`config.mk`:
```
export PLATFORM = sky130hd
export DESIGN_NAME = dda_line_rasterizer
export DESIGN_NICKNAME = d
export VERILOG_FILES = /design/src/sv/dlr_pkg.sv /design/src/sv/dlr_div.sv /design/src/sv/dda_line_rasterizer.sv
export SDC_FILE = /design/constraint.sdc
export NUM_CORES = 1
export LEC_CHECK = 0
export ABC_AREA = 1
export BUFFER_PORTS_ARGS = -buffer_cell sky130_fd_sc_hd__buf_2
export CORE_UTILIZATION = 55
export DETAILED_ROUTE_END_ITERATION = 12
export PLACE_DENSITY_LB_ADDON = 0.05
export SYNTH_ARGS = -nofsm -noshare
export SYNTH_HDL_FRONTEND = slang
export SYNTH_SLANG_ARGS = --single-unit
```
`constraint.sdc`:
```
create_clock -name clk -period 3.9 [get_ports clk]
set_input_delay 0.39 -clock clk [delete_from_list [all_inputs] [get_ports clk]]
set_output_delay 0.39 -clock clk [all_outputs]
set_load 0.02 [all_outputs]
```
`src/sv/dlr_pkg.sv`:
```
// shared types for the dda line rasterizer
`timescale 1ns / 1ps

package dlr_pkg;

    // status of the shared divider as seen by the sequencer
    typedef struct packed {
        logic done;
    } div_stat_t;

endpackage

```
`src/sv/dlr_div.sv`:
```
// iterative restoring divider: (mag << FRAC_BITS) / divisor, one quotient bit a cycle
`timescale 1ns / 1ps

module dlr_div #(
    parameter int COORD_BITS = 10,
    parameter int FRAC_BITS  = 16
) (
    input  logic                  clk,
    input  logic                  rst_n,
    input  logic                  start,
    input  logic [COORD_BITS-1:0] dividend,
    input  logic [COORD_BITS-1:0] divisor,
    output logic [FRAC_BITS:0]    quotient,
    output dlr_pkg::div_stat_t    stat
);

    import dlr_pkg::*;

    localparam int CW = $clog2(FRAC_BITS + 2);

    logic [COORD_BITS:0]   rem_reg, rem_next;
    logic [COORD_BITS-1:0] dvs_reg, dvs_next;
    logic [FRAC_BITS:0]    quo_reg, quo_next;
    logic [CW-1:0]         cnt_reg, cnt_next;
    logic                  done_reg, done_next;
    logic                  ge;
    logic [COORD_BITS:0]   diff;

    // dividend never exceeds divisor, so the quotient fits FRAC_BITS+1 bits
    // and the partial remainder stays below twice the divisor
    always_comb
    begin
        ge        = rem_reg >= {1'b0, dvs_reg};
        diff      = rem_reg - (ge ? {1'b0, dvs_reg} : '0);
        rem_next  = rem_reg;
        dvs_next  = dvs_reg;
        quo_next  = quo_reg;
        cnt_next  = cnt_reg;
        done_next = 1'b0;
        if (start)
        begin
            rem_next = {1'b0, dividend};
            dvs_next = divisor;
            quo_next = '0;
            cnt_next = CW'(FRAC_BITS + 1);
        end
        else if (cnt_reg != '0)
        begin
            rem_next  = {diff[COORD_BITS-1:0], 1'b0};
            quo_next  = {quo_reg[FRAC_BITS-1:0], ge};
            cnt_next  = cnt_reg - 1'b1;
            done_next = (cnt_reg == CW'(1));
        end
    end

    always_ff @(posedge clk or negedge rst_n)
    begin
        if (!rst_n)
        begin
            rem_reg  <= '0;
            dvs_reg  <= '0;
            quo_reg  <= '0;
            cnt_reg  <= '0;
            done_reg <= 1'b0;
        end
        else
        begin
            rem_reg  <= rem_next;
            dvs_reg  <= dvs_next;
            quo_reg  <= quo_next;
            cnt_reg  <= cnt_next;
            done_reg <= done_next;
        end
    end

    assign quotient  = quo_reg;
    assign stat.done = done_reg;

endmodule

```
`src/sv/dda_line_rasterizer.sv`:
```
// dda line rasterizer top level: sequencer, position datapath and output register
// output: every item's result sits in the output register in the cycle after acceptance
// throughput: a step item every cycle while the output is not stalled; a start item with a
// nonzero step count keeps the block busy while the shared one-bit-a-cycle divider runs x then y
// reset: asynchronous active low; idle, no line active, position and increments zero
`timescale 1ns / 1ps

module dda_line_rasterizer #(
    parameter int COORD_BITS = 10,
    parameter int FRAC_BITS  = 16
) (
    input  logic                  clk,
    input  logic                  rst_n,
    // input item channel
    input  logic                  in_valid,
    output logic                  in_ready,
    input  logic                  mode,
    input  logic [COORD_BITS-1:0] start_x,
    input  logic [COORD_BITS-1:0] start_y,
    input  logic [COORD_BITS-1:0] end_x,
    input  logic [COORD_BITS-1:0] end_y,
    // result item channel
    output logic                  out_valid,
    input  logic                  out_ready,
    output logic                  valid_res,
    output logic [COORD_BITS-1:0] pixel_x,
    output logic [COORD_BITS-1:0] pixel_y,
    output logic                  last
);

    import dlr_pkg::*;

    // position: unsigned, COORD_BITS integer and FRAC_BITS fraction bits
    localparam int PW = COORD_BITS + FRAC_BITS;
    // increment: two's complement, one bit wider than a position
    localparam int SW = PW + 1;
    localparam logic [PW-1:0] HALF = PW'(1) << (FRAC_BITS - 1);

    typedef enum logic [1:0] {
        S_IDLE,
        S_DIV_X,
        S_DIV_Y
    } state_t;

    state_t                state_reg, state_next;
    logic [PW-1:0]         pos_x_reg, pos_x_next;
    logic [PW-1:0]         pos_y_reg, pos_y_next;
    logic [SW-1:0]         step_x_reg, step_x_next;
    logic [SW-1:0]         step_y_reg, step_y_next;
    logic [COORD_BITS-1:0] steps_left_reg, steps_left_next;
    logic [COORD_BITS-1:0] ady_reg, ady_next;
    logic                  neg_x_reg, neg_x_next;
    logic                  neg_y_reg, neg_y_next;
    logic                  active_reg, active_next;
    logic                  out_valid_reg, out_valid_next;
    logic                  valid_res_reg, valid_res_next;
    logic [COORD_BITS-1:0] pixel_x_reg, pixel_x_next;
    logic [COORD_BITS-1:0] pixel_y_reg, pixel_y_next;
    logic                  last_reg, last_next;

    logic                  accept;
    logic [COORD_BITS-1:0] adx, ady, steps;
    logic [PW-1:0]         adv_x, adv_y, rnd_x, rnd_y;
    logic [SW-1:0]         q_ext, q_signed;
    logic                  q_neg;

    // shared divider hookup
    logic                  div_start;
    logic [COORD_BITS-1:0] div_dividend, div_divisor;
    logic [FRAC_BITS:0]    div_quo;
    div_stat_t             div_stat;

    // accept a new item only when idle and the output register can take its result
    assign in_ready = (state_reg == S_IDLE) && (!out_valid_reg || out_ready);
    assign accept   = in_valid && in_ready;

    // endpoint deltas and the step count of a new line
    always_comb
    begin
        adx   = (end_x >= start_x) ? end_x - start_x : start_x - end_x;
        ady   = (end_y >= start_y) ? end_y - start_y : start_y - end_y;
        steps = (adx > ady) ? adx : ady;
    end

    // next position on a step item, wrapping, and its round-half-up pixel
    always_comb
    begin
        adv_x = pos_x_reg + step_x_reg[PW-1:0];
        adv_y = pos_y_reg + step_y_reg[PW-1:0];
        rnd_x = adv_x + HALF;
        rnd_y = adv_y + HALF;
    end

    // divider runs |dx| first, straight off the start item, then |dy|;
    // the divisor is steps, held in steps_left while dividing
    assign div_start    = (accept && !mode && (steps != '0))
                       || (state_reg == S_DIV_X && div_stat.done);
    assign div_dividend = (state_reg == S_DIV_X) ? ady_reg : adx;
    assign div_divisor  = (state_reg == S_IDLE) ? steps : steps_left_reg;

    // increment rounds toward zero: the magnitude quotient with the delta's sign
    always_comb
    begin
        q_neg    = (state_reg == S_DIV_X) ? neg_x_reg : neg_y_reg;
        q_ext    = {{COORD_BITS{1'b0}}, div_quo};
        q_signed = q_neg ? SW'(0) - q_ext : q_ext;
    end

    dlr_div #(
        .COORD_BITS (COORD_BITS),
        .FRAC_BITS  (FRAC_BITS)
    ) u_div (
        .clk      (clk),
        .rst_n    (rst_n),
        .start    (div_start),
        .dividend (div_dividend),
        .divisor  (div_divisor),
        .quotient (div_quo),
        .stat     (div_stat)
    );

    always_comb
    begin
        state_next      = state_reg;
        pos_x_next      = pos_x_reg;
        pos_y_next      = pos_y_reg;
        step_x_next     = step_x_reg;
        step_y_next     = step_y_reg;
        steps_left_next = steps_left_reg;
        ady_next        = ady_reg;
        neg_x_next      = neg_x_reg;
        neg_y_next      = neg_y_reg;
        active_next     = active_reg;
        out_valid_next  = out_valid_reg && !out_ready;
        valid_res_next  = valid_res_reg;
        pixel_x_next    = pixel_x_reg;
        pixel_y_next    = pixel_y_reg;
        last_next       = last_reg;

        unique case (state_reg)
            S_IDLE:
            begin
                if (accept)
                begin
                    out_valid_next = 1'b1;
                    if (!mode)
                    begin
                        // new line, abandoning any line in progress; start pixel goes out now
                        pos_x_next      = {start_x, {FRAC_BITS{1'b0}}};
                        pos_y_next      = {start_y, {FRAC_BITS{1'b0}}};
                        steps_left_next = steps;
                        ady_next        = ady;
                        neg_x_next      = end_x < start_x;
                        neg_y_next      = end_y < start_y;
                        step_x_next     = '0;
                        step_y_next     = '0;
                        active_next     = 1'b0;
                        valid_res_next  = 1'b1;
                        pixel_x_next    = start_x;
                        pixel_y_next    = start_y;
                        last_next       = (steps == '0);
                        if (steps != '0)
                        begin
                            state_next = S_DIV_X;
                        end
                    end
                    else if (active_reg)
                    begin
                        pos_x_next      = adv_x;
                        pos_y_next      = adv_y;
                        steps_left_next = steps_left_reg - 1'b1;
                        active_next     = (steps_left_reg != COORD_BITS'(1));
                        valid_res_next  = 1'b1;
                        pixel_x_next    = rnd_x[PW-1:FRAC_BITS];
                        pixel_y_next    = rnd_y[PW-1:FRAC_BITS];
                        last_next       = (steps_left_reg == COORD_BITS'(1));
                    end
                    else
                    begin
                        // step with no line: empty result
                        valid_res_next = 1'b0;
                        pixel_x_next   = '0;
                        pixel_y_next   = '0;
                        last_next      = 1'b0;
                    end
                end
            end
            S_DIV_X:
            begin
                if (div_stat.done)
                begin
                    step_x_next = q_signed;
                    state_next  = S_DIV_Y;
                end
            end
            S_DIV_Y:
            begin
                if (div_stat.done)
                begin
                    step_y_next = q_signed;
                    active_next = 1'b1;
                    state_next  = S_IDLE;
                end
            end
            default:
            begin
                state_next = S_IDLE;
            end
        endcase
    end

    always_ff @(posedge clk or negedge rst_n)
    begin
        if (!rst_n)
        begin
            state_reg      <= S_IDLE;
            pos_x_reg      <= '0;
            pos_y_reg      <= '0;
            step_x_reg     <= '0;
            step_y_reg     <= '0;
            steps_left_reg <= '0;
            ady_reg        <= '0;
            neg_x_reg      <= 1'b0;
            neg_y_reg      <= 1'b0;
            active_reg     <= 1'b0;
            out_valid_reg  <= 1'b0;
            valid_res_reg  <= 1'b0;
            pixel_x_reg    <= '0;
            pixel_y_reg    <= '0;
            last_reg       <= 1'b0;
        end
        else
        begin
            state_reg      <= state_next;
            pos_x_reg      <= pos_x_next;
            pos_y_reg      <= pos_y_next;
            step_x_reg     <= step_x_next;
            step_y_reg     <= step_y_next;
            steps_left_reg <= steps_left_next;
            ady_reg        <= ady_next;
            neg_x_reg      <= neg_x_next;
            neg_y_reg      <= neg_y_next;
            active_reg     <= active_next;
            out_valid_reg  <= out_valid_next;
            valid_res_reg  <= valid_res_next;
            pixel_x_reg    <= pixel_x_next;
            pixel_y_reg    <= pixel_y_next;
            last_reg       <= last_next;
        end
    end

    assign out_valid = out_valid_reg;
    assign valid_res = valid_res_reg;
    assign pixel_x   = pixel_x_reg;
    assign pixel_y   = pixel_y_reg;
    assign last      = last_reg;

endmodule
```
==> impl_metrics.json <==
{
  "dieArea_sq_um": 27500,
  "status": "completed",
  "fin_crit_sh_pct": 95.4,
  "setup_viol_count_final": 0,
  "syn-cell-area_sq_um": 14800,
  "cts_made_buffers": 17,
  "overflow": 0,
  "hold_ws_ns": 0.0372,
  "dp_hpwl_um": 34600,
  "syn_to_final_growth_pct": 19.9,
  "grt_pass1_vias": 14400,
  "grt_max_degree": 116,
  "required_ns": 4.22,
  "wl_per_cell_um": 16.2,
  "postSynth.asyncResetShare_pct": 100,
  "synth_nets": 2380,
  "crit_path_end_kind": "flip-flop",
  "numPortBuffers": 68,
  "via_count": 15100,
  "total_power_w": 0.0126,
  "yosys_warnings": 0,
  "cts_tree": "built",
  "die_x_um": 166,
  "ios": 69,
  "worstHoldPathType": "in2async",
  "dr.first_iter.drc_count": 988,
  "insertion_delay_ns": 0.44,
  "nets": 2588,
  "drcViolationCount": 0,
  "max_freq_mhz": 269,
  "p_per_area_nw_per_um2": 709,
  "drt_wl_total_um": 44600,
  "cap_violations": 0,
  "clk_pin_slew_worst_paths_ns": 0.08,
  "cts.htree.levels": 4,
  "cts_root_buffer": "clkbuf_16",
  "min_period_ns": 3.72,
  "syn_avg_cell_area_sq_um": 6.71,
  "n_fill_cell": 2402,
  "ys_seq_area_share_pct": 30.5,
  "yosysTopAreaCell": "dfrtp_1",
  "antenna_found_initial": 1,
  "drt-vias-per-instance": 5.47,
  "slowest_delay_ns": 0.37,
  "synthSimpleGateAreaFrac_pct": 31.3,
  "dp_slack_ns": -0.380,
  "synth-compound-area-share_pct": 14.8,
  "synth-main-ff-cell": "dfrtp_1",
  "max_slew.worst_pin.slew_ns": 1.20,
  "place_inst": 2709,
  "slowest_stage": "ha_2",
  "max-vdd-ir-drop_uv": 397,
  "clock_path_buffers": 2,
  "grt_pass1_wl_um": 71800,
  "multi_input_area_sq_um": 9340,
  "drive_gt1_share_pct": 16.4,
  "initial_core_util_pct": 56.4,
  "die_y_um": 166,
  "synth_fa_ha_area_share_pct": 11.5,
  "place_area_sq_um": 16600,
  "rows": 59,
  "antenna_left": 0,
  "core_sq_um": 26200,
  "criticalPathCategory": "in2reg",
  "cts_num_sinks": 180,
  "stdcell_area_sq_um": 17700,
  "critical_path_arrival_ns": 4.04,
  "final_hold_viol_count": 0,
  "slew_headroom_pct": 19.6,
  "track_usage_pct": 32.6,
  "worst_slack_ns": 0.181,
  "cp_max_fo": 8,
  "crit_top_cell": "nand2_1",
  "synth_top_area_share_pct": 30.5,
  "cp-start-kind": "input pin",
  "regArea_sq_um": 4500,
  "syn_inst": 2203,
  "hold_buffers": 0,
  "synth_xor_area_share_pct": 3.02,
  "clock_skew_ns": 0.0156,
  "report.final.slew_viol_count": 0,
  "stdcell_count": 2760,
  "place_congestion": 0.967,
  "ys_types": 50,
  "synth_edf_count": 0,
  "synth_seq_cells": 180,
  "synth.area.mux_share_pct": 0,
  "power.leakage_nw": 9.37,
  "synth_top_family_by_area": "simple AND/OR/NAND/NOR gates",
  "synth_area_leaders": "dfrtp_1, nand2_1, ha_1, inv_1, o21ai_0",
  "first_pass_iters": 6
}
-- what timing repair did --
item | 4_1_cts | 5_1_grt
buffers inserted | 0 | 12
gates resized for setup | 0 | 94
endpoints found under the setup margin | 0 | 45
-- power by group --
group | switching (W) | total [W] | internal [W]
clock network | 0.000857 | 0.00179 | 0.000937
logic | 0.00467 | 0.00750 | 0.00283
registers | 0.000630 | 0.00329 | 0.00266
-- per-stage QoR --
stage / setup TNS (ns) / utilization, %
after floorplan: 0 / -
after CTS: 0 / 65.6
after global routing: -0.114 / 67.7
final: 0 / 67.7
after detailed placement: -13.04 / 63.3
after global placement: -10.39 / 63.3
-- worst paths after layout --
kind | slack [ns] | endpoint | cells past startpoint | start
max | 0.18 | u_div.rem_reg[3]$_DFFE_PN0P_ | 32 | start_x[8]
min | 0.04 | pos_y_reg[10]$_DFFE_PN0P_ | 1 | rst_n
max reg2reg | 0.40 | u_div.rem_reg[9]$_DFFE_PN0P_ | 21 | u_div.rem_reg[8]$_DFFE_PN0P_
min reg2reg | 0.49 | ady_reg[2]$_DFFE_PN0P_ | 2 | ady_reg[2]$_DFFE_PN0P_
max in group asynchronous | 2.93 | u_div.quotient[14]$_DFFE_PN0P_ | 2 | rst_n
min in group clk | 0.18 | out_valid$_DFF_PN0_ | 2 | out_ready
-- worst max-delay path, delay by kind of cell --
kind                       cells  cell delay (ns)
and+or+nand+nor               18             1.65
buffers and inverters         11             1.22
adders and majority gates      2             0.67
AOI/OAI and AO/OA              1             0.12
-- cell usage after synthesis (7+ instances only) --
| cell type | number |
|---|---|
| nor2_1 | 188 |
| xnor2_1 | 14 |
| clkbuf_1 | 49 |
| or2_2 | 10 |
| a21boi_0 | 11 |
| xor2_1 | 37 |
| nand2_1 | 662 |
| nand3_1 | 158 |
| a22oi_1 | 11 |
| and2_1 | 8 |
| o21ai_0 | 184 |
| fa_1 | 7 |
| dfrtp_1 | 180 |
| nand2_2 | 7 |
| o211ai_1 | 8 |
| ha_1 | 125 |
| inv_1 | 268 |
| o31ai_1 | 9 |
| o21ai_1 | 8 |
| buf_2 | 8 |
| nor3_1 | 22 |
| nor2_2 | 7 |
| nand4_1 | 29 |
| a2bb2oi_1 | 8 |
| a21oi_1 | 118 |
-- routing by layer --
metal | global-route usage [%] | part of all wire, %
met1 | 43.3 | 45
met2 | 56.2 | 48
met5 | 0 | 0
met4 | 10.1 | 2.7
met3 | 3.12 | 3.7
-- logic make-up after synthesis --
group | after synthesis
simple gates | 1109
compound gates | 392
buf+inv | 339
flops | 180
fa+ha+maj | 132
xor+xnor | 51
-- layout make-up --
class                   count  share of cell area, %
clock inverters            13                  0.910
inverters                 278                   5.90
repair inverters            1                 0.0423
clock buffers              19                   2.50
repair buffers            248                   10.2
flip-flops and latches    180                   25.4
multi-input cells        1685                   52.7
well taps                 335                   2.36
diodes                      1                 0.0141
-- cells in the final DEF (no fill, tap or decap), types with 21 or more instances in the layout --
cell     Yosys  routed
ha_1       125     112
o21ai_0    184     180
dfrtp_1    180     180
buf_2        8      67
nand3_1    158     148
inv_1      268     265
a21oi_1    118     113
nand2_2      7      22
nand2_1    662     643
xor2_1      37      36
buf_4        0     169
nor3_1      22      21
nor2_1     188     178
nand4_1     29      29
Power figures use the tool's default switching activity.
